File: src/rtl/core/dsc_pkg.sv
// dsc_pkg: shared types and constants of the debug step controller
// event codes, run state, step mode, pause reasons and the configuration bundle
// no dependencies
`timescale 1ns / 1ps

package dsc_pkg;

    // debug event codes carried in the request kind field
    typedef enum logic [3:0] {
        OP_REQ_PAUSE    = 4'd0,
        OP_PAUSE        = 4'd1,
        OP_RESUME       = 4'd2,
        OP_TERMINATE    = 4'd3,
        OP_INTO         = 4'd4,
        OP_OVER         = 4'd5,
        OP_OUT          = 4'd6,
        OP_CONTINUE     = 4'd7,
        OP_LINE         = 4'd8,
        OP_ASYNC_ENTER  = 4'd9,
        OP_AWAIT        = 4'd10,
        OP_ASYNC_RESUME = 4'd11,
        OP_EXCEPTION    = 4'd12,
        OP_WD_RESET     = 4'd13,
        OP_TICK         = 4'd14,
        OP_WD_CHECK     = 4'd15
    } op_t;

    typedef enum logic [1:0] {
        RS_RUNNING    = 2'd0,
        RS_PAUSED     = 2'd1,
        RS_STEPPING   = 2'd2,
        RS_TERMINATED = 2'd3
    } run_state_t;

    typedef enum logic [2:0] {
        MD_NONE = 3'd0,
        MD_INTO = 3'd1,
        MD_OVER = 3'd2,
        MD_OUT  = 3'd3,
        MD_CONT = 3'd4
    } mode_t;

    typedef enum logic [2:0] {
        RSN_NONE      = 3'd0,
        RSN_REQUESTED = 3'd1,
        RSN_INTO_DONE = 3'd2,
        RSN_OVER_DONE = 3'd3,
        RSN_OUT_DONE  = 3'd4,
        RSN_EXCEPTION = 3'd5,
        RSN_TIMEOUT   = 3'd6,
        RSN_EXTERNAL  = 3'd7
    } reason_t;

    // classified control part of one request
    typedef struct packed {
        op_t  op;
        logic caught;
    } cmd_ctrl_t;

    localparam int CTRL_BITS = $bits(cmd_ctrl_t);

    // configuration seen by the execution side
    typedef struct packed {
        logic        pause_on_caught;
        logic        pause_on_uncaught;
        logic        async_aware;
        logic        watchdog_enable;
        logic [31:0] watchdog_limit;
    } cfg_t;

    // one result
    typedef struct packed {
        mode_t      active_mode;
        run_state_t run_state;
        reason_t    pause_reason;
        logic       should_pause;
    } result_t;

    localparam logic [31:0] WD_LIMIT_RESET = 32'd30000;
    localparam logic [31:0] TICK_MAX       = 32'hFFFF_FFFF;

endpackage

File: src/rtl/core/dsc_front.sv
// dsc_front: input side of the debug step controller
// accepts stream requests, classifies the event and packs it for the queue
// depends on dsc_pkg
`timescale 1ns / 1ps

module dsc_front
    import dsc_pkg::*;
#(
    parameter int DEPTH_BITS   = 16,
    parameter int FILE_ID_BITS = 16,
    parameter int WORD_BITS    = CTRL_BITS + DEPTH_BITS + FILE_ID_BITS + 32
)
(
    input  logic                 s_axis_tvalid,
    output logic                 s_axis_tready,
    // [15:0] frame_depth, [31:16] file_id, [63:32] line_number, [64] is_caught
    input  logic [71:0]          s_axis_tdata,
    // [3:0] opcode
    input  logic [3:0]           s_axis_tuser,
    input  logic                 q_full,
    output logic                 q_push,
    output logic [WORD_BITS-1:0] q_word
);

    logic [31:0]             depth_ext;
    logic [31:0]             file_ext;
    logic [DEPTH_BITS-1:0]   depth;
    logic [FILE_ID_BITS-1:0] file;
    cmd_ctrl_t               ctrl;

    // take a request whenever the queue has room
    assign s_axis_tready = !q_full;
    assign q_push        = s_axis_tvalid && !q_full;

    // keep depth and file id in their configured widths
    assign depth_ext = {16'd0, s_axis_tdata[15:0]};
    assign file_ext  = {16'd0, s_axis_tdata[31:16]};
    assign depth     = depth_ext[DEPTH_BITS-1:0];
    assign file      = file_ext[FILE_ID_BITS-1:0];

    // classify the event
    always_comb
    begin
        ctrl.op     = op_t'(s_axis_tuser);
        ctrl.caught = s_axis_tdata[64];
    end

    // queue word from the top: line, file, depth, control
    assign q_word = {s_axis_tdata[63:32], file, depth, ctrl};

endmodule

File: src/rtl/core/dsc_fifo.sv
// dsc_fifo: two-entry request queue between front and back
// register storage, push and pop in the same cycle allowed
// depends on dsc_pkg only for the shared import convention
`timescale 1ns / 1ps

module dsc_fifo
    import dsc_pkg::*;
#(
    parameter int WORD_BITS = 69
)
(
    input  logic                 clk,
    input  logic                 rst_n,
    input  logic                 push,
    input  logic [WORD_BITS-1:0] push_word,
    output logic                 full,
    input  logic                 pop,
    output logic                 head_valid,
    output logic [WORD_BITS-1:0] head_word
);

    logic [WORD_BITS-1:0] mem_reg [2];
    logic                 wr_ptr_reg;
    logic                 wr_ptr_next;
    logic                 rd_ptr_reg;
    logic                 rd_ptr_next;
    logic [1:0]           count_reg;
    logic [1:0]           count_next;

    assign full       = (count_reg == 2'd2);
    assign head_valid = (count_reg != 2'd0);
    assign head_word  = mem_reg[rd_ptr_reg];

    // pointer and fill count update
    always_comb
    begin
        wr_ptr_next = push ? !wr_ptr_reg : wr_ptr_reg;
        rd_ptr_next = pop  ? !rd_ptr_reg : rd_ptr_reg;
        count_next  = count_reg;
        if (push && !pop)
        begin
            count_next = count_reg + 2'd1;
        end
        else if (pop && !push)
        begin
            count_next = count_reg - 2'd1;
        end
    end

    always_ff @(posedge clk or negedge rst_n)
    begin
        if (!rst_n)
        begin
            wr_ptr_reg <= 1'b0;
            rd_ptr_reg <= 1'b0;
            count_reg  <= 2'd0;
        end
        else
        begin
            wr_ptr_reg <= wr_ptr_next;
            rd_ptr_reg <= rd_ptr_next;
            count_reg  <= count_next;
        end
    end

    // storage
    always_ff @(posedge clk)
    begin
        if (push)
        begin
            mem_reg[wr_ptr_reg] <= push_word;
        end
    end

    // queue never overflows or underflows
    a_no_overflow: assert property (@(posedge clk) disable iff (!rst_n)
        push |-> (!full || pop))
        else $error("push into full queue");

    a_no_underflow: assert property (@(posedge clk) disable iff (!rst_n)
        pop |-> head_valid)
        else $error("pop from empty queue");

endmodule

File: src/rtl/core/dsc_back.sv
// dsc_back: execution side of the debug step controller
// runs each queued event against the run and step state, registers the result
// depends on dsc_pkg
`timescale 1ns / 1ps

module dsc_back
    import dsc_pkg::*;
#(
    parameter int DEPTH_BITS   = 16,
    parameter int FILE_ID_BITS = 16,
    parameter int WORD_BITS    = CTRL_BITS + DEPTH_BITS + FILE_ID_BITS + 32
)
(
    input  logic                 clk,
    input  logic                 rst_n,
    input  cfg_t                 cfg,
    input  logic                 head_valid,
    input  logic [WORD_BITS-1:0] head_word,
    output logic                 pop,
    output logic                 m_axis_tvalid,
    input  logic                 m_axis_tready,
    // [0] should_pause, [3:1] pause_reason, [5:4] run_state, [8:6] active_mode
    output logic [15:0]          m_axis_tdata
);

    cmd_ctrl_t               ctrl;
    logic [DEPTH_BITS-1:0]   depth;
    logic [FILE_ID_BITS-1:0] file;
    logic [31:0]             line;
    logic                    moved;
    logic                    exc_pause;
    reason_t                 reason;

    run_state_t              run_reg,         run_next;
    mode_t                   mode_reg,        mode_next;
    logic                    pend_reg,        pend_next;
    logic [DEPTH_BITS-1:0]   start_depth_reg, start_depth_next;
    logic [FILE_ID_BITS-1:0] start_file_reg,  start_file_next;
    logic [31:0]             start_line_reg,  start_line_next;
    logic                    in_async_reg,    in_async_next;
    logic [DEPTH_BITS-1:0]   async_depth_reg, async_depth_next;
    logic                    await_reg,       await_next;
    logic [31:0]             ticks_reg,       ticks_next;
    logic                    out_valid_reg,   out_valid_next;
    result_t                 res_reg,         res_next;

    // unpack the queue word
    assign ctrl  = cmd_ctrl_t'(head_word[CTRL_BITS-1:0]);
    assign depth = head_word[CTRL_BITS +: DEPTH_BITS];
    assign file  = head_word[CTRL_BITS + DEPTH_BITS +: FILE_ID_BITS];
    assign line  = head_word[CTRL_BITS + DEPTH_BITS + FILE_ID_BITS +: 32];

    // take the next event when the output register is free or drains now
    assign pop = head_valid && (!out_valid_reg || m_axis_tready);

    assign moved     = (file != start_file_reg) || (line != start_line_reg);
    assign exc_pause = ctrl.caught ? cfg.pause_on_caught : cfg.pause_on_uncaught;

    // event execution
    always_comb
    begin
        run_next         = run_reg;
        mode_next        = mode_reg;
        pend_next        = pend_reg;
        start_depth_next = start_depth_reg;
        start_file_next  = start_file_reg;
        start_line_next  = start_line_reg;
        in_async_next    = in_async_reg;
        async_depth_next = async_depth_reg;
        await_next       = await_reg;
        ticks_next       = ticks_reg;
        reason           = RSN_NONE;

        if (pop)
        begin
            unique case (ctrl.op) inside
                OP_REQ_PAUSE:
                begin
                    pend_next = 1'b1;
                end
                OP_PAUSE:
                begin
                    reason = RSN_EXTERNAL;
                end
                OP_RESUME:
                begin
                    if (run_reg != RS_TERMINATED)
                    begin
                        run_next         = RS_RUNNING;
                        pend_next        = 1'b0;
                        mode_next        = MD_NONE;
                        start_depth_next = '0;
                        start_file_next  = '0;
                        start_line_next  = '0;
                    end
                end
                OP_TERMINATE:
                begin
                    run_next         = RS_TERMINATED;
                    mode_next        = MD_NONE;
                    start_depth_next = '0;
                    start_file_next  = '0;
                    start_line_next  = '0;
                end
                OP_INTO, OP_OVER, OP_OUT:
                begin
                    case (ctrl.op)
                        OP_INTO: mode_next = MD_INTO;
                        OP_OVER: mode_next = MD_OVER;
                        default: mode_next = MD_OUT;
                    endcase
                    start_depth_next = depth;
                    start_file_next  = file;
                    start_line_next  = line;
                    run_next         = RS_STEPPING;
                    pend_next        = 1'b0;
                end
                OP_CONTINUE:
                begin
                    mode_next = MD_CONT;
                    run_next  = RS_RUNNING;
                    pend_next = 1'b0;
                end
                OP_LINE:
                begin
                    if (pend_reg)
                    begin
                        pend_next = 1'b0;
                    end
                    else if (mode_reg == MD_INTO && moved)
                    begin
                        reason = RSN_INTO_DONE;
                    end
                    else if (mode_reg == MD_OVER && depth <= start_depth_reg && moved)
                    begin
                        reason = RSN_OVER_DONE;
                    end
                    else if (mode_reg == MD_OUT && depth < start_depth_reg)
                    begin
                        reason = RSN_OUT_DONE;
                    end
                end
                OP_ASYNC_ENTER:
                begin
                    if (cfg.async_aware && mode_reg == MD_OVER)
                    begin
                        in_async_next    = 1'b1;
                        async_depth_next = depth;
                    end
                end
                OP_AWAIT:
                begin
                    if (cfg.async_aware && in_async_reg && mode_reg == MD_OVER
                        && depth <= async_depth_reg)
                    begin
                        await_next = 1'b1;
                    end
                end
                OP_ASYNC_RESUME:
                begin
                    if (await_reg && mode_reg == MD_OVER)
                    begin
                        await_next       = 1'b0;
                        in_async_next    = 1'b0;
                        start_depth_next = depth;
                        start_file_next  = file;
                        start_line_next  = line;
                    end
                end
                OP_EXCEPTION:
                begin
                    if (exc_pause)
                    begin
                        reason = RSN_EXCEPTION;
                    end
                end
                OP_WD_RESET:
                begin
                    ticks_next = '0;
                end
                OP_TICK:
                begin
                    if (ticks_reg != TICK_MAX)
                    begin
                        ticks_next = ticks_reg + 32'd1;
                    end
                end
                OP_WD_CHECK:
                begin
                    if (cfg.watchdog_enable && ticks_reg >= cfg.watchdog_limit)
                    begin
                        reason = RSN_TIMEOUT;
                    end
                end
                default:
                begin
                    reason = RSN_NONE;
                end
            endcase

            // a pause clears the step, async tracking stays
            if (reason != RSN_NONE && reason != RSN_REQUESTED)
            begin
                run_next         = RS_PAUSED;
                mode_next        = MD_NONE;
                start_depth_next = '0;
                start_file_next  = '0;
                start_line_next  = '0;
            end
            // a served pause request reports without touching run state or step mode
            if (ctrl.op == OP_LINE && pend_reg)
            begin
                reason = RSN_REQUESTED;
            end
        end
    end

    // result register
    always_comb
    begin
        res_next                = res_reg;
        out_valid_next          = out_valid_reg;
        if (pop)
        begin
            res_next.should_pause = (reason != RSN_NONE);
            res_next.pause_reason = reason;
            res_next.run_state    = run_next;
            res_next.active_mode  = mode_next;
            out_valid_next        = 1'b1;
        end
        else if (m_axis_tready)
        begin
            out_valid_next = 1'b0;
        end
    end

    always_ff @(posedge clk or negedge rst_n)
    begin
        if (!rst_n)
        begin
            run_reg         <= RS_RUNNING;
            mode_reg        <= MD_NONE;
            pend_reg        <= 1'b0;
            start_depth_reg <= '0;
            start_file_reg  <= '0;
            start_line_reg  <= '0;
            in_async_reg    <= 1'b0;
            async_depth_reg <= '0;
            await_reg       <= 1'b0;
            ticks_reg       <= '0;
            out_valid_reg   <= 1'b0;
        end
        else
        begin
            run_reg         <= run_next;
            mode_reg        <= mode_next;
            pend_reg        <= pend_next;
            start_depth_reg <= start_depth_next;
            start_file_reg  <= start_file_next;
            start_line_reg  <= start_line_next;
            in_async_reg    <= in_async_next;
            async_depth_reg <= async_depth_next;
            await_reg       <= await_next;
            ticks_reg       <= ticks_next;
            out_valid_reg   <= out_valid_next;
        end
    end

    always_ff @(posedge clk)
    begin
        res_reg <= res_next;
    end

    assign m_axis_tvalid = out_valid_reg;
    assign m_axis_tdata  = {7'd0, res_reg.active_mode, res_reg.run_state,
                            res_reg.pause_reason, res_reg.should_pause};

    // pause flag and reason agree
    a_flag_reason: assert property (@(posedge clk) disable iff (!rst_n)
        out_valid_reg |-> (res_reg.should_pause == (res_reg.pause_reason != RSN_NONE)))
        else $error("pause flag and reason disagree");

    // a real pause leaves the block paused with no step mode
    a_pause_state: assert property (@(posedge clk) disable iff (!rst_n)
        (out_valid_reg && res_reg.should_pause && res_reg.pause_reason != RSN_REQUESTED)
        |-> (res_reg.run_state == RS_PAUSED && res_reg.active_mode == MD_NONE))
        else $error("pause without paused state");

    // every executed event shows up as a result
    a_pop_result: assert property (@(posedge clk) disable iff (!rst_n)
        pop |=> out_valid_reg)
        else $error("executed event lost its result");

endmodule

File: src/rtl/core/debug_step_controller.sv
// debug_step_controller: top level of the debug step controller
// holds the configuration registers, ties front, queue and back together
// depends on dsc_pkg, dsc_front, dsc_fifo, dsc_back
`timescale 1ns / 1ps

// One debug event is taken per request on the s_axis side (opcode in tuser,
// depth, file id, line and caught flag in tdata) and exactly one result comes
// out on m_axis: whether execution pauses, the reason, and the run state and
// step mode after the event. The block takes one event per clock cycle while
// the queue has room and m_axis is not stalled; an accepted request is written
// into the two-entry queue and then executed into the result register, from
// which it is presented on m_axis. The combinational state update sets the rate.
// The configuration registers sit on an APB port at byte addresses 0, 4, 8, 12
// and 16; the user must write them only while no event is in flight, and the
// block itself does not enforce this.

module debug_step_controller
    import dsc_pkg::*;
#(
    parameter int DEPTH_BITS   = 16,
    parameter int FILE_ID_BITS = 16
)
(
    input  logic        clk,
    input  logic        rst_n,
    // request side
    input  logic        s_axis_tvalid,
    output logic        s_axis_tready,
    // [15:0] frame_depth, [31:16] file_id, [63:32] line_number, [64] is_caught
    input  logic [71:0] s_axis_tdata,
    // [3:0] opcode
    input  logic [3:0]  s_axis_tuser,
    // result side
    output logic        m_axis_tvalid,
    input  logic        m_axis_tready,
    // [0] should_pause, [3:1] pause_reason, [5:4] run_state, [8:6] active_mode
    output logic [15:0] m_axis_tdata,
    // configuration port
    input  logic        psel,
    input  logic        penable,
    input  logic        pwrite,
    input  logic [4:0]  paddr,
    input  logic [31:0] pwdata,
    output logic [31:0] prdata,
    output logic        pready
);

    localparam int WORD_BITS = CTRL_BITS + DEPTH_BITS + FILE_ID_BITS + 32;

    localparam logic [2:0] REG_PAUSE_ON_CAUGHT   = 3'd0;
    localparam logic [2:0] REG_PAUSE_ON_UNCAUGHT = 3'd1;
    localparam logic [2:0] REG_ASYNC_AWARE       = 3'd2;
    localparam logic [2:0] REG_WATCHDOG_ENABLE   = 3'd3;
    localparam logic [2:0] REG_WATCHDOG_LIMIT    = 3'd4;

    cfg_t                 cfg_reg;
    cfg_t                 cfg_next;
    logic                 cfg_write;
    logic [2:0]           reg_index;
    logic                 q_full;
    logic                 q_push;
    logic [WORD_BITS-1:0] q_word;
    logic                 q_pop;
    logic                 q_head_valid;
    logic [WORD_BITS-1:0] q_head_word;

    assign pready    = 1'b1;
    assign reg_index = paddr[4:2];
    assign cfg_write = psel && penable && pwrite;

    // register write decode
    always_comb
    begin
        cfg_next = cfg_reg;
        if (cfg_write)
        begin
            unique case (reg_index)
                REG_PAUSE_ON_CAUGHT:   cfg_next.pause_on_caught   = pwdata[0];
                REG_PAUSE_ON_UNCAUGHT: cfg_next.pause_on_uncaught = pwdata[0];
                REG_ASYNC_AWARE:       cfg_next.async_aware       = pwdata[0];
                REG_WATCHDOG_ENABLE:   cfg_next.watchdog_enable   = pwdata[0];
                REG_WATCHDOG_LIMIT:    cfg_next.watchdog_limit    = pwdata;
                default:               cfg_next = cfg_reg;
            endcase
        end
    end

    // register read mux
    always_comb
    begin
        unique case (reg_index)
            REG_PAUSE_ON_CAUGHT:   prdata = {31'd0, cfg_reg.pause_on_caught};
            REG_PAUSE_ON_UNCAUGHT: prdata = {31'd0, cfg_reg.pause_on_uncaught};
            REG_ASYNC_AWARE:       prdata = {31'd0, cfg_reg.async_aware};
            REG_WATCHDOG_ENABLE:   prdata = {31'd0, cfg_reg.watchdog_enable};
            REG_WATCHDOG_LIMIT:    prdata = cfg_reg.watchdog_limit;
            default:               prdata = 32'd0;
        endcase
    end

    always_ff @(posedge clk or negedge rst_n)
    begin
        if (!rst_n)
        begin
            cfg_reg.pause_on_caught   <= 1'b0;
            cfg_reg.pause_on_uncaught <= 1'b1;
            cfg_reg.async_aware       <= 1'b1;
            cfg_reg.watchdog_enable   <= 1'b0;
            cfg_reg.watchdog_limit    <= WD_LIMIT_RESET;
        end
        else
        begin
            cfg_reg <= cfg_next;
        end
    end

    // request intake and classification
    dsc_front #(
        .DEPTH_BITS   (DEPTH_BITS),
        .FILE_ID_BITS (FILE_ID_BITS),
        .WORD_BITS    (WORD_BITS)
    ) u_front (
        .s_axis_tvalid (s_axis_tvalid),
        .s_axis_tready (s_axis_tready),
        .s_axis_tdata  (s_axis_tdata),
        .s_axis_tuser  (s_axis_tuser),
        .q_full        (q_full),
        .q_push        (q_push),
        .q_word        (q_word)
    );

    // request queue
    dsc_fifo #(
        .WORD_BITS (WORD_BITS)
    ) u_fifo (
        .clk        (clk),
        .rst_n      (rst_n),
        .push       (q_push),
        .push_word  (q_word),
        .full       (q_full),
        .pop        (q_pop),
        .head_valid (q_head_valid),
        .head_word  (q_head_word)
    );

    // event execution and result register
    dsc_back #(
        .DEPTH_BITS   (DEPTH_BITS),
        .FILE_ID_BITS (FILE_ID_BITS),
        .WORD_BITS    (WORD_BITS)
    ) u_back (
        .clk           (clk),
        .rst_n         (rst_n),
        .cfg           (cfg_reg),
        .head_valid    (q_head_valid),
        .head_word     (q_head_word),
        .pop           (q_pop),
        .m_axis_tvalid (m_axis_tvalid),
        .m_axis_tready (m_axis_tready),
        .m_axis_tdata  (m_axis_tdata)
    );

endmodule

File: config.mk
export PLATFORM = sky130hd
export DESIGN_NAME = debug_step_controller
export DESIGN_NICKNAME = d
export VERILOG_FILES = /design/src/rtl/core/dsc_pkg.sv /design/src/rtl/core/dsc_front.sv /design/src/rtl/core/dsc_fifo.sv /design/src/rtl/core/dsc_back.sv /design/src/rtl/core/debug_step_controller.sv
export SDC_FILE = /design/constraint.sdc
export NUM_CORES = 1
export LEC_CHECK = 0
export ABC_AREA = 1
export BUFFER_PORTS_ARGS = -buffer_cell sky130_fd_sc_hd__buf_2
export CELL_PAD_IN_SITES_DETAIL_PLACEMENT = 1
export CELL_PAD_IN_SITES_GLOBAL_PLACEMENT = 2
export CORE_UTILIZATION = 36
export CTS_CLUSTER_DIAMETER = 120
export DETAILED_ROUTE_END_ITERATION = 6
export PLACE_DENSITY = 0.82
export SETUP_SLACK_MARGIN = 0.3
export SYNTH_ARGS = -nofsm -noshare
export SYNTH_HDL_FRONTEND = slang
export SYNTH_SLANG_ARGS = --single-unit
File: constraint.sdc
create_clock -name clk -period 5.75 [get_ports clk]
set_clock_uncertainty 0.15 [all_clocks]
set_input_delay 0.8625 -clock clk [delete_from_list [all_inputs] [get_ports clk]]
set_output_delay 0.8625 -clock clk [all_outputs]
set_load 0.05 [all_outputs]
Word level (Yosys, flattened, before mapping):

Memories as Yosys holds them, arrays and structs flattened.
Index checks and enable logic that the tools add are counted.

* logic and storage cells: 164
* bits in writable memories: 138
* memories: 1
* bits in latches: 0
* bits of input ports: 120
* output and inout bits: 51
* memory bits (read-only): 0
* register bits after elaboration: 170

* shift-type cells: 0
* $mul: 0
* divide/modulo/power cells: 0
* muxes and demuxes: 47
* equality and inequality tests: 35
* bitwise logic cells: 0
* add/subtract/negate cells: 3
* magnitude comparators: 4
* reductions and logical operators: 51

Memory list
* u_fifo.mem_reg: words 2, bits a word 69, read ports 1, clocked after memory_dff 0, wr ports 1, line dsc_fifo.sv:22 `logic [WORD_BITS-1:0] mem_reg [2];`

Operators with widths (count)
* 32-bit case mux with 5 select lines: 1
* 32-bit two-way mux: 4
* 16-bit case mux with 4 select lines: 2
* 32-bit case mux with 4 select lines: 1
* 16-bit two-way mux: 5
* 32-bit case mux with 2 select lines: 1
* 3-bit two-way mux: 12
* 32-bit by 1-bit adder with 32-bit output, second input constant: 1
* 4-bit == test, second input constant: 8
* 32-bit greater-or-equal comparator: 1
* 16-bit <= comparator: 2
* 32-bit != test: 1
* 32-bit != test, second input constant: 1
* 3-bit case mux with 4 select lines: 2
* 1-bit logical AND: 18
* 4-bit by 3-bit == test with 1-bit output, second input constant: 4
* 16-bit < comparator: 1
* 16-bit != test: 1
* 3-bit by 2-bit == test with 1-bit output, second input constant: 4
* 2-bit != test, second input constant: 6
* 4-bit AND reduction: 3
* 2-bit nonzero test: 6
* 2-bit two-way mux: 5
* 2-bit AND reduction: 5
* other kinds (23): 45

Logic depth before layout (Yosys ltp):

An unclocked memory read counts as a cell.

* depth after elaboration: 13
* gate-level depth with buffers: 26
* depth with buffers taken out: 22

Modules after synthesis:

From an unflattened synthesis, not the netlist that was laid out.

* cell total of the unflattened synthesis: 1789
* area total of the unflattened synthesis: 16753.6 sq um

Modules (own cells, without submodules)
* dsc_back: cells an instance 1267, times used 1, area an instance 9006.1 sq um, sequential area each 3298.2 sq um
* dsc_fifo: cells an instance 240, times used 1, area an instance 5537.8 sq um, sequential area each 4244.1 sq um
* debug_step_controller: cells an instance 210, times used 1, area an instance 1677.9 sq um, sequential area each 912.1 sq um
* dsc_front: cells an instance 72, times used 1, area an instance 531.8 sq um, sequential area each 0.0 sq um

Least setup slack after synthesis:

OpenSTA, ideal clock, no wires.

* kind: input to register
* from: in s_axis_tvalid
* to: mem u_fifo.mem_reg[1][0], enable pin
* required time: 5.102 ns
* library setup time: 0.498 ns
* slack: 1.224 ns
* buffers on the path: 0
* arrival: 3.878 ns
* stages on the path: 2
* cells stage by stage: nand2_1 nor2_1

* cells in the longest elaborated chain, start to end: 3

Ends and longest elaborated chain
* from (decl): line debug_step_controller.sv:27 `input logic s_axis_tvalid,`
* 1-bit logical AND: line dsc_front.sv:33 `assign q_push = s_axis_tvalid && !q_full;`
* 1-bit two-way mux: line dsc_fifo.sv:69 `if (push)`
* 1-bit two-way mux (not written as such): line dsc_fifo.sv:71 `mem_reg[wr_ptr_reg] <= push_word;`
* to (decl): line dsc_fifo.sv:22

No other way between the ends.

Worst setup path in the final report:

* from: reg u_fifo.rd_ptr_reg
* to: reg u_back.start_line_reg[16]

* cells in the longest elaborated chain, start to end: 13
* elaborated cells on any way between the ends: 39
* those cells by class: 2 x order compare; 15 x eq/ne; 11 x mux; 10 x reduce/logical; 1 x memory

Ends and longest elaborated chain
* from (decl): line dsc_fifo.sv:25 `logic rd_ptr_reg;`
* from (signal assigned): line dsc_fifo.sv:61 `rd_ptr_reg <= rd_ptr_next;`
* memory read 2 x 69 bit *
* 16-bit < comparator (tied with other cells): line dsc_back.sv:138 `else if (mode_reg == MD_OUT && depth < start_depth_reg)`
* 1-bit logical AND (tied with other cells): line dsc_back.sv:138
* 3-bit two-way mux / 1-bit logical AND (equally long branches): line dsc_back.sv:138, dsc_back.sv:134
* 3-bit two-way mux: line dsc_back.sv:134 `else if (mode_reg == MD_OVER && depth <= start_depth_reg && moved)`
* 3-bit two-way mux: line dsc_back.sv:130 `else if (mode_reg == MD_INTO && moved)`
* 3-bit two-way mux: line dsc_back.sv:126 `if (pend_reg)`
* 3-bit case mux with 4 select lines: line dsc_back.sv:76 `unique case (ctrl.op) inside`
* 3-bit two-way mux: line dsc_back.sv:74 `if (pop)`
* 3-bit by 1-bit != test with 1-bit output / 3-bit nonzero test (equally long branches): line dsc_back.sv:202 `if (reason != RSN_NONE && reason != RSN_REQUESTED)`
* 1-bit logical AND: line dsc_back.sv:202
* 3-bit != test (no source line) / 5-bit nonzero test (equally long branches)
* 4-bit AND reduction (no source line)
* to (signal assigned): line dsc_back.sv:260 `start_line_reg <= start_line_next;`
* to (decl): line dsc_back.sv:39 `logic [31:0] start_line_reg, start_line_next;`

Every way passes the cells marked *; elsewhere a longest branch is shown, timed or not. The select of a mux whose other input is x is not followed.
A chain may end at the register's enable or synchronous reset.

==> results.txt <==
- Status: complete, no violations
- TritonCTS built the clock tree.
- The number of cells on the worst reg-to-reg path is 17.
- Worst min-delay path category: in -> async
- Total of fill cells in the finished design: ~5200
- Growth of design area from synthesis to finish: 15.3%
- Setup repair after global routing left no endpoint under its margin.
* Sum of net half-perimeters after detailed placement: roughly 29 mm
* Largest net degree at the start of global routing: 75
* Buffers inserted by post-CTS timing repair: 0
* Layout cells sized above 1: a little over an eighth
- By instance count, the cell type seen most on the critical path is sky130_fd_sc_hd__nand2_1.
* Number of buffers on the longest clock path: 3
- In the synthesized netlist, the number of instances is roughly 1900.
* Number of max-slew violations in the final report: 0
* Number of design rule violations left after detail routing: 0
- Number of buffers added by the clock tree synthesis step: 37
- Measured along the x axis, the die boundary spans about 210 um.
- Combined buffer and inverter count along the critical path: 4
- Worst slew margin: between 20% and 30%
- The hold violation count in the final report was 0.
* Endpoints failing setup: 0
- Height of the chip: around 210 um
* Initial core utilization: between 30 and 40%
- Number of register bits inferred by synthesis: 308
* DRT Pass-1 Iters: 4
* Vias per cell: 4.97
- Number of global-route vias before repair: roughly 14000
- The first global-routing pass estimated a little over 70 mm of wire.
* Power density cells: 512 nW/um^2
- The net count of the finished layout is ~2200.
- Global routing finished with a remaining overflow of 0.
- During synthesis, Yosys emitted a total of 0 warnings.
- Final-layout worst hold slack: 0.193 ns
* Number of levels in the clock H-tree: 2
* Number of placement rows: 76
- Crit share post-route: approximately three quarters
* Worst IR Drop VDD: 0.380 mV
- The mapped netlist covers roughly 16000 sq um.
- Resize count post-CTS: 0
* CP Class: reg -> reg
- The routed design could run at a clock period as short as approximately 4.3 ns.
* Port Buf Inserts: 153
- The number of antenna violations at the first check in global routing came to 4.
* Count of max-cap constraint violations: 0
* CP Data Required Time: ~6.1 ns
* Kind of end point of the critical path: flip-flop
- Once layout is complete, the utilization of the core stands at 42.5%.
* Combined global-route utilization of all metal layers: 20.1%
- Stages on the worst setup path: 17
- The region available for standard cell placement spans between 40000 and 50000 sq um.
- Via count: around 13000
- The die covers between 40000 and 50000 sq um.
- After synthesis, flip-flops and latches occupy between 50% and 60% of the total area.
- Cell Chain, Critical Path: buf_4 > buf_4 > nand2_1 > nand3_1 > nand2_1 > inv_1 > nand2_1 > nor2_1 > nand2_1 > nor2_1 > nand3_1 > nand3_2 > nand3_2 > o21bai_4 > buf_12 > nand3_1 > nand2_1
- In this design, the largest share of critical-path delay is due to simple AND/OR/NAND/NOR gates.
- For this block, the initial DRC count from the detailed router was ~560.
- Leakage power: roughly 8.6 nW
* Clock slew seen by the registers of the worst setup and hold paths: roughly 0.060 ns
- CTS sink cnt: 308
- Category of the worst setup path launch point: flip-flop
- For this design, the slowest cell found on the critical path is sky130_fd_sc_hd__o21bai_4.
- Routed wirelength normalized by instance count: 16.8 um
- Most common cell after layout, fill and taps aside: sky130_fd_sc_hd__nand2_1
- The number of hold buffers added after CTS was 0.
- The routed design has approximately 44 mm of wire.
- Derived from the worst setup path, the maximum achievable clock frequency is around 230 MHz.
- Leaving out filler cells and counting taps, the final layout contains 2620.
- The library cells used most frequently in the layout, excluding fill and tap cells, are sky130_fd_sc_hd__nand2_1, sky130_fd_sc_hd__inv_1, sky130_fd_sc_hd__nand3_1, sky130_fd_sc_hd__buf_2, sky130_fd_sc_hd__dfrtp_1.
- CTS Root Buffer Type: sky130_fd_sc_hd__clkbuf_16
- Max Fanout on Critical Path: 40
* Tightest Pin Transition: around 1.2 ns
- Clk_lat worst skew: roughly 0.56 ns
- The count of nets left with antenna violations once routing finished came out at 0.
- Mean instance size in the synthesized netlist: 8.60 sq um
* Cell variety after synth: 49
* Number of placed cells counting well taps: between 2000 and 3000
* Routability cong.: between 0.8 and 0.9
* Number of flip-flops under the largest register name: between 100 and 150
- Total I/O pin count: 171
- After routing, the total negative slack on setup checks comes to 0 ns.
- Crit path arrival time: 4.61 ns
- Longest individual stage delay on the worst path: ~0.71 ns
-- layout make-up --
| cell class | count | area [sq um] | share of cell area [%] |
|---|---|---|---|
| clock buffers | 54 | 1020 | 5.51 |
| well taps | 585 | 732 | 3.96 |
| repair buffers | 167 | 890 | 4.81 |
| inverters | 222 | 836 | 4.52 |
| diodes | 3 | 7.51 | 0.0406 |
| flip-flops and latches | 308 | 8460 | 45.7 |
| multi-input cells | 1267 | 6380 | 34.5 |
| clock inverters | 14 | 169 | 0.913 |
-- final timing paths --
path | slack (ns) | end | start
setup reg to reg | 1.46 | u_back.start_line_reg[16]$_DFFE_PN0P_ | u_fifo.rd_ptr_reg$_DFFE_PN0P_
setup / recovery | 1.46 | u_back.start_line_reg[16]$_DFFE_PN0P_ | u_fifo.rd_ptr_reg$_DFFE_PN0P_
min in group clk | 0.32 | u_back.in_async_reg$_DFFE_PN0P_ | u_back.in_async_reg$_DFFE_PN0P_
max in group asynchronous | 3.95 | u_back.start_line_reg[14]$_DFFE_PN0P_ | rst_n
hold / removal | 0.19 | u_back.async_depth_reg[5]$_DFFE_PN0P_ | rst_n
hold reg to reg | 0.32 | u_back.in_async_reg$_DFFE_PN0P_ | u_back.in_async_reg$_DFFE_PN0P_
-- synthesized netlist by cell type, drive strengths merged --
master | count | share of area [%]
nor4 | 8 | 0.31
inv | 222 | 5.2
o31ai | 7 | 0.33
xnor2 | 4 | 0.22
nand2 | 528 | 12
o21ai | 95 | 3.0
o211ai | 2 | 0.094
a21o | 2 | 0.094
dfstp | 9 | 1.5
a22o | 1 | 0.055
a21oi | 95 | 3.0
ha | 66 | 5.1
conb | 2 | 0.047
nor2 | 144 | 3.5
a31oi | 7 | 0.27
a311oi | 1 | 0.055
nand3b | 25 | 1.2
nor3 | 23 | 0.85
mux2i | 1 | 0.062
clkbuf | 28 | 0.66
a221oi | 1 | 0.055
or2 | 18 | 0.70
nand4 | 20 | 0.78
dfrtp | 152 | 24
o22ai | 3 | 0.12
xor2 | 7 | 0.38
nor3b | 1 | 0.047
buf | 45 | 2.1
o21bai | 2 | 0.12
a2bb2oi | 1 | 0.055
nand3 | 191 | 6.1
edfxtp | 147 | 28
o21a | 6 | 0.28
-- layer usage --
layer,track usage [%],vias up,share of wire [%]
li1,-,6401,-
met1,25.9,6379,46
met2,34.3,186,48
met3,2.74,57,3.3
met4,6.85,2,2.1
met5,0,-,0.020
-- metrics by stage --
stage          total power, mW  area, sq um  worst slack [ns]
6_report                  9.48        18500              1.46
5_1_grt                   10.2        18500              1.01
4_1_cts                   9.63        18500              1.36
2_1_floorplan             6.13        16100              1.22
3_3_place_gp              7.10        17300              1.46
3_5_place_dp              7.24        17300              1.39
-- cells by family after synthesis --
group	count (synthesis)	share of synthesized area [%]
AND/OR/NAND/NOR	958	25.9
flip-flops	308	52.7
buffers and inverters	295	8.00
AO/OA/AOI/OAI	223	7.50
adder cells (fa/ha/maj)	66	5.15
XOR/XNOR	11	0.601
other	2	0.0468
multiplexers	1	0.0624
-- power breakdown --
group          switching (mW)  internal [mW]
clock network           0.940           1.37
logic                    2.83           1.07
registers               0.283           2.97
total                    4.06           5.42
Note: power is estimated with default switching activity, not from simulation.
